==> config.mk <==
export PLATFORM = sky130hd
export DESIGN_NAME = ggc_ram
export DESIGN_NICKNAME = d
export VERILOG_FILES = /design/src/design/ggc_ram.sv
export SDC_FILE = /design/constraint.sdc
export NUM_CORES = 1
export LEC_CHECK = 0
export ABC_AREA = 1
export BUFFER_PORTS_ARGS = -buffer_cell sky130_fd_sc_hd__buf_4
export CELL_PAD_IN_SITES_DETAIL_PLACEMENT = 0
export CELL_PAD_IN_SITES_GLOBAL_PLACEMENT = 1
export CORE_MARGIN = 8
export CORE_UTILIZATION = 30
export DETAILED_ROUTE_END_ITERATION = 7
export PLACE_DENSITY_LB_ADDON = 0.1
export RECOVER_POWER = 50
export SLEW_MARGIN = 30
export SYNTH_ARGS = -nofsm -noshare
export SYNTH_HDL_FRONTEND = slang
export SYNTH_SLANG_ARGS = --single-unit
==> constraint.sdc <==
create_clock -name i_clk -period 2.7 [get_ports i_clk]
set_input_delay 0.135 -clock i_clk [delete_from_list [all_inputs] [get_ports i_clk]]
set_output_delay 0.135 -clock i_clk [all_outputs]
set_load 0.02 [all_outputs]
==> src/design/ggc_ram.sv <==
// Generic simple dual-port RAM: one write port, one read port, registered read.
// No dependencies.
module ggc_ram #(
    parameter int unsigned WIDTH = 8,
    parameter int unsigned DEPTH = 16,
    parameter int unsigned AW    = (DEPTH > 1) ? $clog2(DEPTH) : 1
) (
    input  logic             i_clk,
    input  logic             i_we,
    input  logic [AW-1:0]    i_waddr,
    input  logic [WIDTH-1:0] i_wdata,
    input  logic [AW-1:0]    i_raddr,
    output logic [WIDTH-1:0] o_rdata
);
    logic [WIDTH-1:0] r_mem [DEPTH];
    logic [WIDTH-1:0] r_rdata;

    // Write and read; a read of the address being written returns the old data.
    always_ff @(posedge i_clk) begin
        if (i_we) begin
            r_mem[i_waddr] <= i_wdata;
        end
        r_rdata <= r_mem[i_raddr];
    end

    assign o_rdata = r_rdata;
endmodule

==> results_dict.tcl <==
set metrics [dict create \
    finalPower_w 0.00498 \
    final_area_sq_um 6690 \
    core_region_area_sq_um 18800 \
    ys_seq_area_share_pct 69.4 \
    cts-resized-gates 0 \
    cp_slowest_cell "inv_2" \
    drtAntennaViolNets 0 \
    vias 3612 \
    path_max_fanout 40 \
    htreeDepth 4 \
    cp_num_buf_inv 3 \
    antenna_found_initial 0 \
    pin_count 26 \
    synth_seq_cells 136 \
    drc 0 \
    die_h_um 155 \
    finalHoldViolCount 0 \
    synthToLayoutAreaGrowth_pct 16.0 \
    status "finished clean" \
    finalCritPeriodShare_pct 46.5 \
    slew_headroom_pct 35.3 \
    cp_cell_sequence "buf_4 > inv_2 > buf_12 > nand2_1 > nand3_1 > nand3_1 > nand3_1 > nand2_1" \
    n_antenna_cell 0 \
    placed_area_sq_um 6130 \
    wl_per_cell_um 17.7 \
    crit_family "buffers and inverters" \
    hp-class "primary input to flop" \
    fmax_ghz 0.797 \
    dp.cells 791 \
    peakVddDrop_mv 0.415 \
    clk_latency_ns 0.41 \
    critPathMostFrequentCell "nand3_1" \
    path_clk_slew_ns 0.06 \
    final_nets 594 \
    die_area_sq_um 23900 \
    fin_crit_ns 1.25 \
    setup_viol 0 \
    io_buffers 25 \
    rows 50 \
    dr.pass1.iters 6 \
    cts_buffer_depth 2 \
    netlist_instances 551 \
    grt_max_degree 65 \
    syn_area_per_cell_sq_um 10.5 \
    cts_buffers 17 \
    wirelength_um 14600 \
    max_stage_delay_ns 0.38 \
    initial_core_util_pct 30.7 \
    synth_nets 569 \
    die_w_um 155 \
    dr.first_iter.drc_count 182 \
    fillers 1888 \
    synthesis.area_sq_um 5770 \
    grt_setup_unrepaired "false" \
    ff2ff_setup_slack_ns 1.58 \
    cp.required_ns 2.98 \
    crit_type "primary input to flop" \
    postCtsSetupRepairBufs 0 \
    yosys_warnings 0 \
    grt.overflow.total 0 \
    fin_skew_ns 0.00835 \
    ys_types 12 \
    grt_first_pass_wirelength_um 22100 \
    cts_hold_buf 0 \
    tightest_slew_ns 0.970 \
    pwr_density_cell_nw_per_um2 745 \
    final_cells 823 \
    gp_congestion 0.729 \
    fin_tns_setup_ns 0 \
    hpwl_um 8830 \
    clock-sinks 136 \
    endpoint_kind "flop" \
    drive_above_1_share_pct 9.00 \
    worstPathArrival_ns 1.53 \
    maxCapViolCount 0 \
    cts-root-buf "clkbuf_16" \
    cts_tree "yes" \
    avgViaCountPerCell 4.39 \
    p_leak_nw 2.83 \
    grt_pass1_vias 3564 \
    maxSlewViolCount 0 \
    start_kind "primary input" \
    grt_use_total_pct 12.6 \
]
==> cells in the mapped netlist, drive strengths merged <==
master / n / area (sq um)
buf: 24 / 166
dfxtp: 8 / 160
edfxtp: 128 / 3840
inv: 102 / 383
nand2: 173 / 649
nand3: 97 / 485
nand3b: 2 / 15.0
nor2: 17 / 63.8
==> cell type report <==
type,count,area (sq um),area share (%)
tap,234,293,4.38
clock inverter,8,92.6,1.38
multi-input combinational,289,1220,18.2
inverter,102,383,5.72
sequential,136,4000,59.8
timing repair buffer,30,200,2.99
clock buffer,24,502,7.50
==> power by group <==
group / total [W] / leakage (nW) / switching [W] / internal (W)
Clock: 0.00230 / 0.296 / 0.000823 / 0.00147
Sequential: 0.00238 / 1.22 / 0.0000131 / 0.00236
Combinational: 0.000311 / 1.31 / 0.000225 / 0.0000859
Total: 0.00498 / 2.83 / 0.00106 / 0.00392
==> metal layers <==
| metal | vias to the layer above | track usage, % | share of wire [%] |
|---|---|---|---|
| li1 | 1826 | - | - |
| met1 | 1727 | 17.2 | 49 |
| met2 | 50 | 19.2 | 46 |
| met3 | 9 | 2.56 | 3.4 |
| met4 | 0 | 5.23 | 0.98 |
| met5 | - | 0 | 0 |
==> through the flow <==
stage	worst slack, ns	util, %	hold WS (ns)
6_report	1.45	35.6	0.109
5_1_grt	1.35	35.6	0.104
4_1_cts	1.44	35.8	0.0713
3_5_place_dp	0.996	32.7	0.512
3_3_place_gp	0.975	32.7	0.512
2_1_floorplan	1.61	-	0.234
==> flip-flops by register name, summed over array words and instances, names as in the netlist <==
name,flops
o_rdata,8
r_mem,128
==> placed cells by master (no fill, tap or decap) <==
cell,count
nor2_2,1
dfxtp_1,8
edfxtp_1,128
clkinvlp_4,1
clkinv_2,5
clkbuf_16,17
buf_4,19
nand3b_1,2
inv_1,100
bufinv_16,2
nand2_1,173
buf_12,1
clkbuf_1,12
nand3_1,97
clkbuf_8,5
inv_2,2
nor2_1,16
==> cell families (layout without fill, tap and decap cells) <==
logic type             after synthesis  in the layout  synth area share (%)
AND/OR/NAND/NOR                    289            289                  21.0
flip-flops                         136            136                  69.4
buffers and inverters              126            164                  9.52
==> path summary, 6_finish.rpt <==
| check | startpoint | end | cells past startpoint |
|---|---|---|---|
| worst min register to register | r_mem[5][0] | o_rdata[0] | 6 |
| worst min-delay path | i_raddr[3] | o_rdata[6] | 3 |
| worst max-delay path | i_raddr[0] | o_rdata[4] | 8 |
| worst max register to register | r_mem[11][4] | o_rdata[4] | 6 |
==> worst min-delay path: stages <==
cell     delay [ns]
buf_4          0.16
nand3_1        0.11
nand2_1        0.05
Power figures use the tool's default switching activity.
