### src/design/ggc_pkg.sv
// Shared types, sizes and state encoding for the greedy graph coloring block.
// Used by every file in the design folder except ggc_ram; depends on nothing.
package ggc_pkg;

    // Graph and palette sizes.
    localparam int unsigned NUM_NODES  = 1024;
    localparam int unsigned NUM_COLORS = 1024;

    // Fixed field widths of the channels and the configuration register.
    localparam int unsigned CFG_W = 11;
    localparam int unsigned NBR_W = 10;
    localparam int unsigned OUT_W = 10;

    // Derived widths.
    localparam int unsigned NW         = (NUM_NODES > 1) ? $clog2(NUM_NODES) : 1;
    localparam int unsigned CNW        = NW + 1;
    localparam int unsigned CW         = (NUM_COLORS > 1) ? $clog2(NUM_COLORS) : 1;
    localparam int unsigned WORD_BITS  = 64;
    localparam int unsigned BIT_W      = 6;
    localparam int unsigned USED_WORDS = (NUM_COLORS + WORD_BITS - 1) / WORD_BITS;
    localparam int unsigned WAW        = (USED_WORDS > 1) ? $clog2(USED_WORDS) : 1;

    typedef logic [CW-1:0]        t_color;
    typedef logic [NW-1:0]        t_node;
    typedef logic [CNW-1:0]       t_node_cnt;
    typedef logic [WORD_BITS-1:0] t_word;
    typedef logic [WAW-1:0]       t_waddr;
    typedef logic [BIT_W-1:0]     t_bit;

    // One color table entry: colored flag and color.
    typedef struct packed {
        logic   colored;
        t_color color;
    } t_ctab;

    // Color table access from the core.
    typedef struct packed {
        logic  we;
        t_node waddr;
        t_ctab wdata;
        t_node raddr;
    } t_ctab_req;

    // Used-color bitmap access from the core.
    typedef struct packed {
        logic   we;
        t_waddr waddr;
        t_word  wdata;
        t_waddr raddr;
    } t_bmp_req;

    // Lowest free color within one bitmap word.
    typedef struct packed {
        logic found;
        t_bit idx;
    } t_find;

    typedef enum logic [2:0] {
        ST_IDLE,
        ST_LOOKUP,
        ST_MARK,
        ST_SCAN,
        ST_EMIT,
        ST_CLEAR
    } t_state;

endpackage

### src/design/ggc_if.sv
// Valid/ready channel interfaces for neighbor items and coloring results.
// Depends on ggc_pkg for the field widths.
interface ggc_nbr_if;
    import ggc_pkg::*;

    logic             valid;
    logic             ready;
    logic [NBR_W-1:0] neighbor_id;
    logic             neighbor_valid;
    logic             last_neighbor;

    modport source (output valid, neighbor_id, neighbor_valid, last_neighbor, input ready);
    modport sink   (input valid, neighbor_id, neighbor_valid, last_neighbor, output ready);
endinterface

interface ggc_res_if;
    import ggc_pkg::*;

    logic             valid;
    logic             ready;
    logic [OUT_W-1:0] node_index;
    logic [OUT_W-1:0] assigned_color;
    logic             status;

    modport source (output valid, node_index, assigned_color, status, input ready);
    modport sink   (input valid, node_index, assigned_color, status, output ready);
endinterface

### src/design/ggc_find.sv
// Lowest free color within one 64-bit word of the used-color bitmap.
// Depends on ggc_pkg; bits beyond the palette count as used.
module ggc_find (
    input  ggc_pkg::t_word  i_word,
    input  ggc_pkg::t_waddr i_widx,
    output ggc_pkg::t_find  o_res
);
    import ggc_pkg::*;

    // Priority search from the top bit down so the lowest free bit wins.
    always_comb begin
        o_res = '0;
        for (int b = WORD_BITS - 1; b >= 0; b--) begin
            if (!i_word[b] && (((32'(i_widx) << BIT_W) + 32'(b)) < NUM_COLORS)) begin
                o_res.found = 1'b1;
                o_res.idx   = BIT_W'(b);
            end
        end
    end
endmodule

### src/design/ggc_core.sv
// Coloring sequencer: neighbor lookup, bitmap read-modify-write, first-free scan.
// Depends on ggc_pkg, ggc_if and ggc_find; the two RAMs sit in the top level.
module ggc_core (
    input  logic                       i_clk,
    input  logic                       i_rst_n,
    input  logic                       i_cfg_we,
    input  logic [ggc_pkg::CFG_W-1:0]  i_cfg_wdata,
    ggc_nbr_if.sink                    i_nbr,
    ggc_res_if.source                  o_res,
    output ggc_pkg::t_ctab_req         o_ctab_req,
    input  ggc_pkg::t_ctab             i_ctab_rdata,
    output ggc_pkg::t_bmp_req          o_bmp_req,
    input  ggc_pkg::t_word             i_bmp_rdata
);
    import ggc_pkg::*;

    t_state          r_state;
    t_state          n_state;
    logic [CFG_W-1:0] r_node_count;
    t_node_cnt       r_cur_node;
    logic            r_hit;
    logic            r_last;
    logic            r_mark;
    t_waddr          r_mark_word;
    t_bit            r_mark_bit;
    logic [WAW:0]    r_rd_word;
    logic            r_chk_vld;
    t_waddr          r_chk_word;
    logic            r_found;
    t_color          r_pick;
    logic            r_out_valid;
    logic [OUT_W-1:0] r_out_node;
    logic [OUT_W-1:0] r_out_color;
    logic            r_out_status;
    t_waddr          r_clr_word;

    logic   active;
    logic   in_ready;
    logic   accept;
    logic   hit_in;
    logic   out_free;
    logic   emit_go;
    logic   rd_more;
    t_find  find_res;

    // The run is live while the current node is below both the count and the table size.
    assign active = (32'(r_cur_node) < 32'(r_node_count)) && (32'(r_cur_node) < NUM_NODES);
    assign accept = i_nbr.valid && in_ready;

    // A neighbor counts only if real, in range and already visited (entry written).
    assign hit_in = i_nbr.neighbor_valid
                 && (32'(i_nbr.neighbor_id) < NUM_NODES)
                 && (32'(i_nbr.neighbor_id) < 32'(r_cur_node));

    assign out_free = !r_out_valid || o_res.ready;
    assign emit_go  = (r_state == ST_EMIT) && out_free;
    assign rd_more  = 32'(r_rd_word) < USED_WORDS;

    ggc_find u_find (
        .i_word (i_bmp_rdata),
        .i_widx (r_chk_word),
        .o_res  (find_res)
    );

    // Next state.
    always_comb begin
        n_state = r_state;
        case (r_state)
            ST_CLEAR: begin
                if (r_clr_word == WAW'(USED_WORDS - 1)) begin
                    n_state = ST_IDLE;
                end
            end
            ST_IDLE: begin
                if (accept && active) begin
                    n_state = ST_LOOKUP;
                end
            end
            ST_LOOKUP: begin
                n_state = ST_MARK;
            end
            ST_MARK: begin
                if (r_last) begin
                    n_state = ST_SCAN;
                end else if (accept && active) begin
                    n_state = ST_LOOKUP;
                end else begin
                    n_state = ST_IDLE;
                end
            end
            ST_SCAN: begin
                if (r_chk_vld && (r_chk_word == WAW'(USED_WORDS - 1))) begin
                    n_state = ST_EMIT;
                end
            end
            ST_EMIT: begin
                if (out_free) begin
                    n_state = ST_IDLE;
                end
            end
            default: begin
                n_state = ST_IDLE;
            end
        endcase
    end

    // Handshake and memory requests.
    always_comb begin
        in_ready         = 1'b0;
        o_ctab_req       = '0;
        o_ctab_req.raddr = NW'(i_nbr.neighbor_id);
        o_bmp_req        = '0;
        case (r_state)
            ST_CLEAR: begin
                // Zero one bitmap word per cycle after reset.
                o_bmp_req.we    = 1'b1;
                o_bmp_req.waddr = r_clr_word;
                o_bmp_req.wdata = '0;
            end
            ST_IDLE: begin
                in_ready = 1'b1;
            end
            ST_LOOKUP: begin
                o_bmp_req.raddr = WAW'(32'(i_ctab_rdata.color) >> BIT_W);
            end
            ST_MARK: begin
                in_ready        = !r_last;
                o_bmp_req.we    = r_mark;
                o_bmp_req.waddr = r_mark_word;
                o_bmp_req.wdata = i_bmp_rdata | (WORD_BITS'(1) << r_mark_bit);
            end
            ST_SCAN: begin
                // Read the next word while clearing the one just checked.
                o_bmp_req.raddr = r_rd_word[WAW-1:0];
                o_bmp_req.we    = r_chk_vld;
                o_bmp_req.waddr = r_chk_word;
                o_bmp_req.wdata = '0;
            end
            ST_EMIT: begin
                o_ctab_req.we            = out_free;
                o_ctab_req.waddr         = NW'(r_cur_node);
                o_ctab_req.wdata.colored = r_found;
                o_ctab_req.wdata.color   = r_pick;
            end
            default: begin
                in_ready = 1'b0;
            end
        endcase
    end

    // Control registers.
    always_ff @(posedge i_clk) begin
        if (!i_rst_n) begin
            r_state      <= ST_CLEAR;
            r_node_count <= '0;
            r_cur_node   <= '0;
            r_last       <= 1'b0;
            r_mark       <= 1'b0;
            r_chk_vld    <= 1'b0;
            r_found      <= 1'b0;
            r_out_valid  <= 1'b0;
            r_clr_word   <= '0;
        end else begin
            r_state <= n_state;
            if (r_state == ST_CLEAR) begin
                r_clr_word <= r_clr_word + WAW'(1);
            end
            if (i_cfg_we) begin
                r_node_count <= i_cfg_wdata;
            end
            if (accept) begin
                r_last <= i_nbr.last_neighbor;
            end
            if (r_state == ST_LOOKUP) begin
                r_mark <= r_hit && i_ctab_rdata.colored;
            end
            if ((r_state == ST_MARK) && r_last) begin
                r_chk_vld <= 1'b0;
                r_found   <= 1'b0;
            end
            if (r_state == ST_SCAN) begin
                r_chk_vld <= rd_more;
                if (r_chk_vld && !r_found && find_res.found) begin
                    r_found <= 1'b1;
                end
            end
            if (o_res.valid && o_res.ready) begin
                r_out_valid <= 1'b0;
            end
            if (emit_go) begin
                r_out_valid <= 1'b1;
                r_cur_node  <= r_cur_node + CNW'(1);
            end
        end
    end

    // Payload registers.
    always_ff @(posedge i_clk) begin
        if (accept) begin
            r_hit <= hit_in;
        end
        if (r_state == ST_LOOKUP) begin
            r_mark_word <= WAW'(32'(i_ctab_rdata.color) >> BIT_W);
            r_mark_bit  <= BIT_W'(i_ctab_rdata.color);
        end
        if ((r_state == ST_MARK) && r_last) begin
            r_rd_word <= '0;
            r_pick    <= '0;
        end
        if (r_state == ST_SCAN) begin
            if (rd_more) begin
                r_rd_word <= r_rd_word + (WAW + 1)'(1);
            end
            r_chk_word <= r_rd_word[WAW-1:0];
            if (r_chk_vld && !r_found && find_res.found) begin
                r_pick <= CW'((32'(r_chk_word) << BIT_W) | 32'(find_res.idx));
            end
        end
        if (emit_go) begin
            r_out_node   <= OUT_W'(r_cur_node);
            r_out_color  <= OUT_W'(r_pick);
            r_out_status <= !r_found;
        end
    end

    assign i_nbr.ready          = in_ready;
    assign o_res.valid          = r_out_valid;
    assign o_res.node_index     = r_out_node;
    assign o_res.assigned_color = r_out_color;
    assign o_res.status         = r_out_status;
endmodule

### src/flat_wrapper.sv
// flat-port wrapper written by rule: the top's interface ports become plain ports
module ggc_core_flat import ggc_pkg::*;
  (i_clk, i_rst_n, i_cfg_we, i_cfg_wdata, o_ctab_req, i_ctab_rdata, o_bmp_req, i_bmp_rdata, i_nbr_valid, i_nbr_neighbor_id, i_nbr_neighbor_valid, i_nbr_last_neighbor, i_nbr_ready, o_res_valid, o_res_node_index, o_res_assigned_color, o_res_status, o_res_ready);
  ggc_nbr_if i_nbr_i ();
  ggc_res_if o_res_i ();
  input  logic i_clk;
  input  logic i_rst_n;
  input  logic i_cfg_we;
  input  logic [ggc_pkg::CFG_W-1:0] i_cfg_wdata;
  output ggc_pkg::t_ctab_req o_ctab_req;
  input  ggc_pkg::t_ctab i_ctab_rdata;
  output ggc_pkg::t_bmp_req o_bmp_req;
  input  ggc_pkg::t_word i_bmp_rdata;
  input wire logic [$bits(i_nbr_i.valid)-1:0] i_nbr_valid;
  input wire logic [$bits(i_nbr_i.neighbor_id)-1:0] i_nbr_neighbor_id;
  input wire logic [$bits(i_nbr_i.neighbor_valid)-1:0] i_nbr_neighbor_valid;
  input wire logic [$bits(i_nbr_i.last_neighbor)-1:0] i_nbr_last_neighbor;
  output wire logic [$bits(i_nbr_i.ready)-1:0] i_nbr_ready;
  output wire logic [$bits(o_res_i.valid)-1:0] o_res_valid;
  output wire logic [$bits(o_res_i.node_index)-1:0] o_res_node_index;
  output wire logic [$bits(o_res_i.assigned_color)-1:0] o_res_assigned_color;
  output wire logic [$bits(o_res_i.status)-1:0] o_res_status;
  input wire logic [$bits(o_res_i.ready)-1:0] o_res_ready;
  assign i_nbr_i.valid = i_nbr_valid;
  assign i_nbr_i.neighbor_id = i_nbr_neighbor_id;
  assign i_nbr_i.neighbor_valid = i_nbr_neighbor_valid;
  assign i_nbr_i.last_neighbor = i_nbr_last_neighbor;
  assign i_nbr_ready = i_nbr_i.ready;
  assign o_res_valid = o_res_i.valid;
  assign o_res_node_index = o_res_i.node_index;
  assign o_res_assigned_color = o_res_i.assigned_color;
  assign o_res_status = o_res_i.status;
  assign o_res_i.ready = o_res_ready;
  ggc_core u_core (.i_clk(i_clk), .i_rst_n(i_rst_n), .i_cfg_we(i_cfg_we), .i_cfg_wdata(i_cfg_wdata), .i_nbr(i_nbr_i), .o_res(o_res_i), .o_ctab_req(o_ctab_req), .i_ctab_rdata(i_ctab_rdata), .o_bmp_req(o_bmp_req), .i_bmp_rdata(i_bmp_rdata));
endmodule
### config.mk
export PLATFORM = sky130hd
export DESIGN_NAME = ggc_core_flat
export DESIGN_NICKNAME = d
export VERILOG_FILES = /design/src/design/ggc_pkg.sv /design/src/design/ggc_if.sv /design/src/design/ggc_find.sv /design/src/design/ggc_core.sv /design/src/flat_wrapper.sv
export SDC_FILE = /design/constraint.sdc
export NUM_CORES = 1
export LEC_CHECK = 0
export BUFFER_PORTS_ARGS = -buffer_cell sky130_fd_sc_hd__buf_2
export CAP_MARGIN = 5
export CORE_ASPECT_RATIO = 1.2
export CORE_MARGIN = 4
export CORE_UTILIZATION = 49
export CTS_CLUSTER_SIZE = 28
export DETAILED_ROUTE_END_ITERATION = 16
export GPL_TIMING_DRIVEN = 0
export HOLD_SLACK_MARGIN = 0.03
export PLACE_DENSITY_LB_ADDON = 0.15
export RECOVER_POWER = 100
export SLEW_MARGIN = 10
export SYNTH_ARGS = -nofsm -noshare
export SYNTH_HDL_FRONTEND = slang
export SYNTH_SLANG_ARGS = --single-unit
export TNS_END_PERCENT = 20
### constraint.sdc
create_clock -name i_clk -period 2.1 [get_ports i_clk]
set_input_delay 0.315 -clock i_clk [delete_from_list [all_inputs] [get_ports i_clk]]
set_output_delay 0.315 -clock i_clk [all_outputs]
set_load 0.005 [all_outputs]
==> metrics.md, run 1 <==
| Metric | Value |
|---|---|
| Status | `finished clean` |
| CTS buffer count | `9` |
| Fmax | `479 MHz` |
| WHS | `163 ps` |
| Die Area | `13000 µm²` |
| Min cycle time layout | `2090 ps` |
| DRT Wirelength | `roughly 18 mm` |
| Mapped Cells | `671` |
| Cell Chain, Critical Path | `nor3b_4 -> a21oi_1 -> nor2_1 -> buf_2` |
| Drt first pass iters | `5` |
| Dpl hpwl | `14.6 mm` |
| Cell accounting for the most synthesized area | `edfxtp_1` |
| Avg Synthesized Cell Area | `8.22 µm²` |
| Total number of vias | `5965` |
| Worst-Skew Late Latency | `330 ps` |
| Die W | `105 µm` |
| Final Hold Fails | `0` |
| Port Buffer Count | `230` |
| GRT Total Usage | `27.0%` |
| Synth Cell Area | `5520 µm²` |
| Switch share | `32.3%` |
| Int Pwr | `3.71 mW` |
| Commonest non-fill, non-tap cell in the layout | `buf_2` |
| # IOs | `231` |
| Peak VDD IR | `0.758 mV` |
| Cts hold-fix bufs | `0` |
| Sequential share of the synthesized area | `between 30% and 40%` |
| Post-Synthesis Net Count | `796` |
| Flop pwr share | `41.1%` |
| Core area | `11000 µm²` |
| Final-stage net count | `around 1100` |
| Hold crit path type | `input pin to register` |
| WP data required | `1780 ps` |
| Share of cells above drive strength 1 | `29.8%` |
| Largest net degree at the start of global routing | `29` |
| Fin. max-slew vios | `0` |
| Worst slew pin tran | `694 ps` |
| Setup crit end kind | `output pin` |
| Worst setup SP type | `register` |
| ANT nets after route | `0` |
| Wire per inst | `about 17 µm` |
| CTS H-tree lvls | `3` |
| Number of diodes | `0` |
| Crit path max fanout | `8` |
| Clk slew on worst S/H paths | `approximately 60 ps` |
| Overflow after GRT | `0` |
| Slowest stage delay, CP | `about 530 ps` |
| Unrepaired setup endpoints after global routing | `true` |
| Starting Density | `between 40 and 50%` |
| First-pass GRT wire length | `approximately 29 mm` |
| Top cells by area, synth | `edfxtp_1 (20%), dfxtp_1 (18%), a21oi_1 (7.4%)` |
| Pwr/cell area | `742 nW/µm²` |
| RD Place Congestion | `0.900` |
| Yosys Warn Count | `0` |
| Ys async rst share | `0%` |
| Top FF cell, synth | `dfxtp_1` |
| Clk pwr share | `roughly 28%` |
| Longest Clk Path Bufs | `2` |
| Static leakage | `3.30 nW` |
| Relative slew slack | `53.7%` |
| Slowest CP cell | `edfxtp_1` |
| Crit path buffers/inverters | `1` |
| Switching power | `1.78 mW` |
| Initial DRC Count | `393` |
| CTS tree | `built` |
| Initial antenna violation count | `0` |
| DRC | `0` |
| Commonest non-fill, non-tap cells in the layout | `buf_2 (172), a21oi_1 (82), nor2_1 (79), clkbuf_1 (50), dfxtp_1 (47)` |
| Vias per cell | `5.60` |
| Final period util | `99.3%` |
| Post-synth cell types | `between 60 and 70` |
| EDFF count, synth | `36` |
| Total clock sinks | `85` |
| Final clock skew | `8.04 ps` |
| Root Buffer | `clkbuf_16` |
| Endpoints failing setup | `0` |
| P&R area growth vs syn | `34.1%` |
| Synth top area share | `19.6%` |
| Crit-path leading delay family | `simple AND/OR/NAND/NOR gates` |
| #FFs+latches synth | `85` |
| Vias in the first global route | `5591` |
| Rows | `42` |
| Fin util | `67.0%` |
| Comb pwr share | `30.9%` |
| WS Path Type | `register to output pin` |
| Max-cap viol count | `0` |
| Die Height | `124 µm` |
| Critical path arrival | `1770 ps` |
worst register-to-register path, cell delays in order (launching register included):
cell and delay [ps]:
dfxtp_2 440, nor3b_4 240, and2b_1 200, buf_12 210, nand4_1 280, or3_1 430, a21boi_1 140
per-layer routing:
layer / GRT usage, % / vias up / wire length [µm]
met5: 0 / - / 0
met4: 8.34 / 0 / 501
met3: 5.14 / 27 / 1250
met2: 50.2 / 262 / 9530
met1: 30.8 / 2758 / 7010
li1: - / 2918 / -
power by group through the flow:
stage / combinational (mW) / clock, mW / sequential, mW
floorplan: 0.866 / 0 / 2.19
global placement: 1.45 / 0 / 2.22
detailed placement: 1.49 / 0 / 2.23
CTS: 1.64 / 1.56 / 2.25
global route: 1.85 / 1.65 / 2.28
finish: 1.70 / 1.54 / 2.26
final timing paths:
check	start	to	slack (ps)	depth (start not counted)
worst min register to register	u_core.r_pick[9]$_DFF_P_	u_core.o_res.assigned_color[9]$_DFFE_PP_	450	0
worst min-delay path	i_ctab_rdata[1]	u_core.r_mark_bit[1]$_DFFE_PN_	160	1
worst max register to register	u_core.r_state[2]$_SDFFE_PN1P_	u_core.r_cur_node[9]$_SDFFE_PN0P_	90	6
worst max-delay path	u_core.r_mark_bit[2]$_DFFE_PN_	o_bmp_req[23]	10	4
stage by stage:
step	std cells	total power, mW	TNS, ps	cell area [µm²]	worst slack, ps
after detailed placement	1033	3.72	-16010	6840	-423
after global routing	1065	5.79	-1080	7400	-58.9
after global placement	1033	3.67	-14900	6830	-389
after CTS	1056	5.46	-2.79	7370	-2.79
final	1065	5.49	0	7400	13.9
after floorplan	671	3.06	0	5520	361
repair_timing:
item	4_1_cts	5_1_grt
pin swaps	3	8
setup endpoints to repair	92	69
resized for setup	41	13
setup buffers	17	10
kinds of logic (layout without fill, tap and decap cells):
group | count (synthesis) | count (layout) | synth area share [%]
buf+inv | 79 | 341 | 6.62
fa+ha+maj | 22 | 22 | 4.99
xor+xnor | 10 | 10 | 1.59
mux | 14 | 14 | 2.54
simple gates | 279 | 279 | 26.8
flops | 85 | 85 | 37.4
compound gates | 182 | 182 | 20.1
layout make-up:
class	count	area, µm²
sequential	85	2060
inverter	40	151
tap	132	165
timing repair buffer	257	1320
clock inverter	4	47.5
clock buffer	12	246
fill	949	3640
buffer	28	200
multi-input combinational	507	3200
flip-flops by register name (all words and copies together), names as in the netlist, 3 cells and up:
signal / flops
u_core.r_node_count: 11
u_core.r_mark_word: 4
u_core.r_state: 3
u_core.r_pick: 10
u_core.o_res.node_index: 10
u_core.r_clr_word: 4
u_core.r_chk_word: 4
u_core.r_cur_node: 11
u_core.o_res.assigned_color: 10
u_core.r_mark_bit: 6
u_core.r_rd_word: 5
synthesized netlist by cell type, types with 2 or more instances:
cell / instances
nor2_1: 84
a21oi_1: 82
dfxtp_1: 49
nand2_1: 40
inv_1: 39
edfxtp_1: 36
o21ai_0: 36
and2_1: 30
nand3_1: 29
nand4_1: 27
ha_1: 22
nor2b_1: 20
clkbuf_1: 18
mux2i_1: 14
a22o_1: 13
buf_4: 12
a31oi_1: 10
nand2b_1: 8
nor3_1: 8
xnor2_1: 8
nor3b_1: 7
a211oi_1: 6
a21boi_0: 6
buf_1: 6
nor4_1: 4
a21boi_1: 3
a21o_1: 3
a22oi_1: 3
and3_1: 3
and3b_1: 3
buf_6: 3
o21a_1: 3
o31ai_1: 3
or3_1: 3
nor4b_1: 2
o41ai_1: 2
xor2_1: 2
No activity file was read; power rests on OpenSTA's default activity.
==> run 2: changes to the inputs <==
--- a/config.mk
+++ b/config.mk
@@ -14,8 +14,10 @@
 export DETAILED_ROUTE_END_ITERATION = 16
 export GPL_TIMING_DRIVEN = 0
 export HOLD_SLACK_MARGIN = 0.03
+export MAX_ROUTING_LAYER = met4
 export PLACE_DENSITY_LB_ADDON = 0.15
 export RECOVER_POWER = 100
+export REMOVE_ABC_BUFFERS = 1
 export SLEW_MARGIN = 10
 export SYNTH_ARGS = -nofsm -noshare
 export SYNTH_HDL_FRONTEND = slang
==> run 2 against run 1 <==
Final area decreased by 1.1%. Total power increased by 0.43%. Clock power increased by 3%. Register-to-register slack improved by 80 ps. Combinational power decreased by 4%. Global-route usage decreased by 0.84 points. Clock skew increased by 0.55 ps. Routed wire length decreased by 4.1%. First-iteration DRC count increased by 3.8%. Cell count decreased by 2.7%. Count of clock-buffer cells in the layout increased by 2. Critical path depth increased by 2.
==> metrics.md, run 2 (same netlist as run 1, synthesis figures left out) <==
| Metric | Value |
|---|---|
| Hold crit path type | `input pin to register (unchanged)` |
| Rows | `42 (unchanged)` |
| Die Height | `124 µm (unchanged)` |
| Starting Density | `50.0% (unchanged)` |
| Clk slew on worst S/H paths | `60 ps (about the same)` |
| Fin. max-slew vios | `0 (unchanged)` |
| DRT Wirelength | `17.5 mm (was 18.3 mm)` |
| Max-cap viol count | `0 (unchanged)` |
| Commonest non-fill, non-tap cell in the layout | `buf_2 (unchanged)` |
| Share of cells above drive strength 1 | `31.2% (was 29.8%)` |
| CTS buffer count | `9 (unchanged)` |
| Largest net degree at the start of global routing | `36 (was 29)` |
| Flop pwr share | `41.7% (was 41.1%)` |
| Drt first pass iters | `5 (unchanged)` |
| WHS | `162 ps (was 163 ps)` |
| Final period util | `98.2% (was 99.3%)` |
| Crit path max fanout | `8 (unchanged)` |
| Total clock sinks | `85 (unchanged)` |
| Critical path arrival | `1750 ps (was 1770 ps)` |
| Int Pwr | `3.71 mW (about the same)` |
| Die Area | `13000 µm² (unchanged)` |
| WS Path Type | `register to output pin (unchanged)` |
| Vias in the first global route | `5512 (was 5591)` |
| Worst-Skew Late Latency | `330 ps (about the same)` |
| Switch share | `32.7% (was 32.3%)` |
| Min cycle time layout | `2060 ps (was 2090 ps)` |
| Cell Chain, Critical Path | `buf_6 -> nor3b_4 -> buf_4 -> a21oi_1 -> nor2_1 -> buf_2 (was nor3b_4 -> a21oi_1 -> nor2_1 -> buf_2)` |
| Switching power | `1.80 mW (was 1.78 mW)` |
| Initial DRC Count | `408 (was 393)` |
| Fmax | `485 MHz (was 479 MHz)` |
| Final clock skew | `8.58 ps (was 8.04 ps)` |
| Endpoints failing setup | `0 (unchanged)` |
| Port Buffer Count | `230 (unchanged)` |
| CTS H-tree lvls | `3 (unchanged)` |
| Reg2reg setup slack | `170 ps (was 90 ps)` |
| Wire per inst | `16.9 µm (was 17.2 µm)` |
| Biggest regs | `u_core.r_cur_node: 11 flops, u_core.r_node_count: 11 flops (unchanged)` |
| RD Place Congestion | `0.979 (was 0.900)` |
| Relative slew slack | `21.1% (was 53.7%)` |
| Root Buffer | `clkbuf_16 (unchanged)` |
| Comb pwr share | `29.6% (was 30.9%)` |
| Final Hold Fails | `0 (unchanged)` |
| Status | `finished clean (unchanged)` |
| DRC | `0 (unchanged)` |
| Fin util | `66.3% (was 67.0%)` |
| First-pass GRT wire length | `27.4 mm (was 28.6 mm)` |
| # IOs | `231 (unchanged)` |
| Setup crit end kind | `output pin (unchanged)` |
| Initial antenna violation count | `2 (was 0)` |
| Clk pwr share | `28.7% (was 28.0%)` |
| ANT nets after route | `0 (unchanged)` |
| Core area | `11000 µm² (unchanged)` |
| Slowest stage delay, CP | `550 ps (was 530 ps)` |
| Total number of vias | `5881 (was 5965)` |
| Pwr/cell area | `754 nW/µm² (was 742 nW/µm²)` |
| Design Area, Final | `7310 µm² (was 7400 µm²)` |
| Overflow after GRT | `0 (unchanged)` |
| Dpl hpwl | `13.2 mm (was 14.6 mm)` |
| GRT Total Usage | `26.1% (was 27.0%)` |
| P&R area growth vs syn | `32.6% (was 34.1%)` |
| Peak VDD IR | `0.591 mV (was 0.758 mV)` |
| Vias per cell | `5.68 (was 5.60)` |
| CTS tree | `built (unchanged)` |
| Slowest CP cell | `edfxtp_1 (unchanged)` |
| Worst setup SP type | `register (unchanged)` |
| Crit-path leading delay family | `flip-flops (was simple AND/OR/NAND/NOR gates)` |
| Crit path buffers/inverters | `3 (was 1)` |
| Die W | `105 µm (unchanged)` |
| Worst slew pin tran | `1180 ps (was 694 ps)` |
| WP data required | `1780 ps (about the same)` |
| Static leakage | `3.31 nW (was 3.30 nW)` |
| Commonest non-fill, non-tap cells in the layout | `buf_2 (206), a21oi_1 (82), nor2_1 (78), dfxtp_1 (46) (was buf_2 (172), a21oi_1 (82), nor2_1 (79), clkbuf_1 (50), dfxtp_1 (47))` |
| Longest Clk Path Bufs | `2 (unchanged)` |
| Power, Total | `5.51 mW (was 5.49 mW)` |
| Area after DPL | `6650 µm² (was 6840 µm²)` |
| Unrepaired setup endpoints after global routing | `true (unchanged)` |
| Final-stage net count | `1022 (was 1053)` |
## run 2: final cells by class
cell class              count  area [µm²]
repair buffers            252        1350
clock buffers              14         295
multi-input cells         509        3270
clock inverters             2        12.5
inverters                  40         151
well taps                 132         165
diodes                      2        5.00
flip-flops and latches     85        2070
fillers                   969        3720
## run 2: worst paths after layout
check / from / to / cells past startpoint
max: u_core.r_mark_bit[3]$_DFFE_PN_ / o_bmp_req[9] / 6
min: i_ctab_rdata[2] / u_core.r_mark_bit[2]$_DFFE_PN_ / 1
max reg2reg: u_core.r_state[2]$_SDFFE_PN1P_ / u_core.r_cur_node[10]$_SDFFE_PN0P_ / 6
min reg2reg: u_core.r_pick[9]$_DFF_P_ / u_core.o_res.assigned_color[9]$_DFFE_PP_ / 0
## run 2: per-stage QoR
stage | setup WS (ps) | instances | setup TNS, ps
final | 38.8 | 1036 | 0
after global routing | -53.2 | 1036 | -578
after CTS | -86.1 | 1017 | -1140
after detailed placement | -1150 | 995 | -31300
after global placement | -1080 | 994 | -61800
after floorplan | -364 | 632 | -5390
## run 2: power groups by stage
stage	registers, mW	logic [mW]	clock network, mW
2_1_floorplan	2.24	0.739	0
3_3_place_gp	2.27	1.28	0
3_5_place_dp	2.28	1.32	0
4_1_cts	2.29	1.45	1.60
5_1_grt	2.33	1.79	1.68
6_report	2.30	1.63	1.58
## run 2: timing repair
action	in CTS	in global routing
pin swaps	2	2
gates resized for setup	22	20
buffers inserted	4	17
endpoints found under the setup margin	153	72
hold buffers	0	0
gates cloned	2	0
## run 2: worst register-to-register path: cells and delay by family (launching register included)
| family | cells | cell delay, ps |
|---|---|---|
| xor gates and xnor gates | 1 | 90 |
| DFF | 1 | 470 |
| and+or+nand+nor | 5 | 1270 |
## run 2: layer usage
metal | global-route usage [%] | vias up | part of all wire (%)
met1 | 28.3 | 2697 | 38
met5 | - | - | 0
met4 | 8.49 | 0 | 2.5
met2 | 47.7 | 294 | 53
met3 | 4.93 | 25 | 7.4
li1 | - | 2865 | -
==> run 3: changes to the inputs <==
--- a/config.mk
+++ b/config.mk
@@ -9,7 +9,7 @@
 export CAP_MARGIN = 5
 export CORE_ASPECT_RATIO = 1.2
 export CORE_MARGIN = 4
-export CORE_UTILIZATION = 49
+export CORE_UTILIZATION = 45
 export CTS_CLUSTER_SIZE = 28
 export DETAILED_ROUTE_END_ITERATION = 16
 export GPL_TIMING_DRIVEN = 0
==> run 3 against run 2 <==
Routed wire length grew 1.5%. Critical path depth shrank 2. Clock skew shrank 3.2 ps. Clock power grew 6%. Sequential share of layout area shrank 0.16 points. Count of clock-buffer cells in the layout shrank 3. First-iteration DRC count grew 22%. Largest power group unchanged. Highest routed layer unchanged.
==> metrics.md, run 3 (same netlist as run 1, synthesis figures left out) <==
| Metric | Value |
|---|---|
| Status | `finished clean (unchanged)` |
| Metal3 WL | `1.39 mm (was 1.30 mm)` |
| Pwr/cell area | `759 nW/µm² (was 754 nW/µm²)` |
| Final clock skew | `5.39 ps (was 8.58 ps)` |
| Met2 WL | `9.26 mm (was 9.21 mm)` |
| # IOs | `231 (unchanged)` |
| Total number of vias | `5861 (was 5881)` |
| Die Height | `129 µm (was 124 µm)` |
| Share of cells above drive strength 1 | `30.4% (was 31.2%)` |
| Static leakage | `3.26 nW (was 3.31 nW)` |
| Critical path arrival | `1760 ps (was 1750 ps)` |
| Largest net degree at the start of global routing | `35 (was 36)` |
| Cts hold-fix bufs | `0 (unchanged)` |
| Dpl hpwl | `13.5 mm (was 13.2 mm)` |
| Starting Density | `45.7% (was 50.0%)` |
| First-pass GRT wire length | `26.6 mm (was 27.4 mm)` |
| Slowest stage delay, CP | `580 ps (was 550 ps)` |
| CTS H-tree lvls | `3 (unchanged)` |
| Unrepaired setup endpoints after global routing | `true (unchanged)` |
| Wire per inst | `16.7 µm (was 16.9 µm)` |
| Worst slew pin tran | `1310 ps (was 1180 ps)` |
| Vias in the first global route | `5410 (was 5512)` |
| Crit path max fanout | `8 (unchanged)` |
| RD Place Congestion | `0.939 (was 0.979)` |
| Setup crit end kind | `output pin (unchanged)` |
| Endpoints failing setup | `0 (unchanged)` |
| Design Area, Final | `7370 µm² (was 7310 µm²)` |
| Drt first pass iters | `6 (was 5)` |
| Min cycle time layout | `2080 ps (was 2060 ps)` |
| Biggest regs | `u_core.r_cur_node: 11 flops, u_core.r_node_count: 11 flops (unchanged)` |
| Port Buffer Count | `230 (unchanged)` |
| Longest Clk Path Bufs | `2 (unchanged)` |
| Total clock sinks | `85 (unchanged)` |
| Overflow after GRT | `0 (unchanged)` |
| Crit path buffers/inverters | `1 (was 3)` |
| Vias per cell | `5.51 (was 5.68)` |
| Fmax | `481 MHz (was 485 MHz)` |
| Filler instances | `1112 (was 969)` |
| Initial DRC Count | `498 (was 408)` |
| Final period util | `99.0% (was 98.2%)` |
| Slowest CP cell | `edfxtp_1 (unchanged)` |
| Initial antenna violation count | `3 (was 2)` |
| Hold crit path type | `input pin to register (unchanged)` |
| Power, Total | `5.60 mW (was 5.51 mW)` |
| Fin. max-slew vios | `0 (unchanged)` |
| Die W | `109 µm (was 105 µm)` |
| Commonest non-fill, non-tap cells in the layout | `buf_2 (203), a21oi_1 (82), nor2_1 (78), dfxtp_1 (46) (was buf_2 (206), a21oi_1 (82), nor2_1 (78), dfxtp_1 (46))` |
| GRT Total Usage | `24.7% (was 26.1%)` |
| Crit-path leading delay family | `flip-flops (unchanged)` |
| DRC | `0 (unchanged)` |
| DRT Wirelength | `17.8 mm (was 17.5 mm)` |
| Relative slew slack | `12.8% (was 21.1%)` |
| P&R area growth vs syn | `33.7% (was 32.6%)` |
| Root Buffer | `clkbuf_16 (unchanged)` |
| Core area | `12100 µm² (was 11000 µm²)` |
| Commonest non-fill, non-tap cell in the layout | `buf_2 (unchanged)` |
| Area after DPL | `6680 µm² (was 6650 µm²)` |
| CTS tree | `built (unchanged)` |
| ANT nets after route | `0 (unchanged)` |
| Worst-Skew Late Latency | `330 ps (about the same)` |
| Cell Chain, Critical Path | `and3_2 -> a21oi_1 -> nor2_1 -> buf_2 (was buf_6 -> nor3b_4 -> buf_4 -> a21oi_1 -> nor2_1 -> buf_2)` |
| DRT met1 WL | `6.64 mm (was 6.59 mm)` |
| Top layer in use | `met4 (unchanged)` |
| Rows | `44 (was 42)` |
| Max-cap viol count | `0 (unchanged)` |
| Clk slew on worst S/H paths | `60 ps (about the same)` |
| WS Path Type | `register to output pin (unchanged)` |
| Final Hold Fails | `0 (unchanged)` |
| Peak VDD IR | `0.677 mV (was 0.591 mV)` |
| Worst setup SP type | `register (unchanged)` |
| WP data required | `1780 ps (about the same)` |
| Final-stage net count | `1020 (was 1022)` |
| Area of the multi-input gates | `3270 µm² (about the same)` |
| Die Area | `14100 µm² (was 13000 µm²)` |
| CTS buffer count | `9 (unchanged)` |
| Storage cell area | `2070 µm² (about the same)` |
==> run 3: final timing paths <==
check | from | end | slack, ps | cells past startpoint
hold / removal | i_ctab_rdata[3] | u_core.r_mark_bit[3]$_DFFE_PN_ | 160 | 1
setup reg to reg | u_core.r_state[1]$_SDFFE_PN0P_ | u_core.r_pick[2]$_DFF_P_ | 170 | 6
hold reg to reg | u_core.r_pick[9]$_DFF_P_ | u_core.o_res.assigned_color[9]$_DFFE_PP_ | 460 | 0
setup / recovery | u_core.r_mark_bit[4]$_DFFE_PN_ | o_bmp_req[35] | 20 | 4
==> run 3: final cells by class <==
cell class,count,area share (%)
flip-flops and latches,85,28.1
repair buffers,250,18.3
diodes,3,0.102
inverters,40,2.05
clock buffers,11,3.16
well taps,161,2.73
multi-input cells,509,44.4
clock inverters,5,1.15
==> run 3: timing repair <==
action	4_1_cts	5_1_grt
setup buffers	2	17
cloned	2	0
hold endpoints to repair	0	0
pin swaps	2	1
setup endpoints to repair	152	72
resized for setup	24	25
==> run 3: report_power, final <==
part | internal (mW) | leakage [nW] | switching [mW]
Clock | 1.05 | 0.150 | 0.631
Sequential | 2.03 | 0.730 | 0.285
Combinational | 0.696 | 2.38 | 0.909
==> run 3: worst register-to-register path, stage by stage, from the launching register on <==
cell and delay (ps):
dfxtp_4 440, nor2b_4 260, nand2_1 150, clkinv_2 180
and3_4 250, o21ai_4 140, o41ai_1 380
==> run 3: through the flow <==
| step | utilization, % | hold slack, ps | setup slack (ps) | TNS, ps | cells |
|---|---|---|---|---|---|
| after floorplan | - | 391 | -364 | -5390 | 632 |
| after global placement | 55.2 | 441 | -1170 | -67490 | 1023 |
| after detailed placement | 55.4 | 446 | -1250 | -35390 | 1024 |
| after CTS | 59.1 | 146 | -171 | -2930 | 1044 |
| after global routing | 61.2 | 148 | -53.2 | -309 | 1064 |
| final | 61.2 | 157 | 20.3 | 0 | 1064 |
==> run 3: routing by layer <==
layer	global-route usage [%]	vias to the layer above
met3	3.99	40
met4	9.36	0
met2	44.6	262
li1	-	2858
met5	-	-
met1	26.9	2701
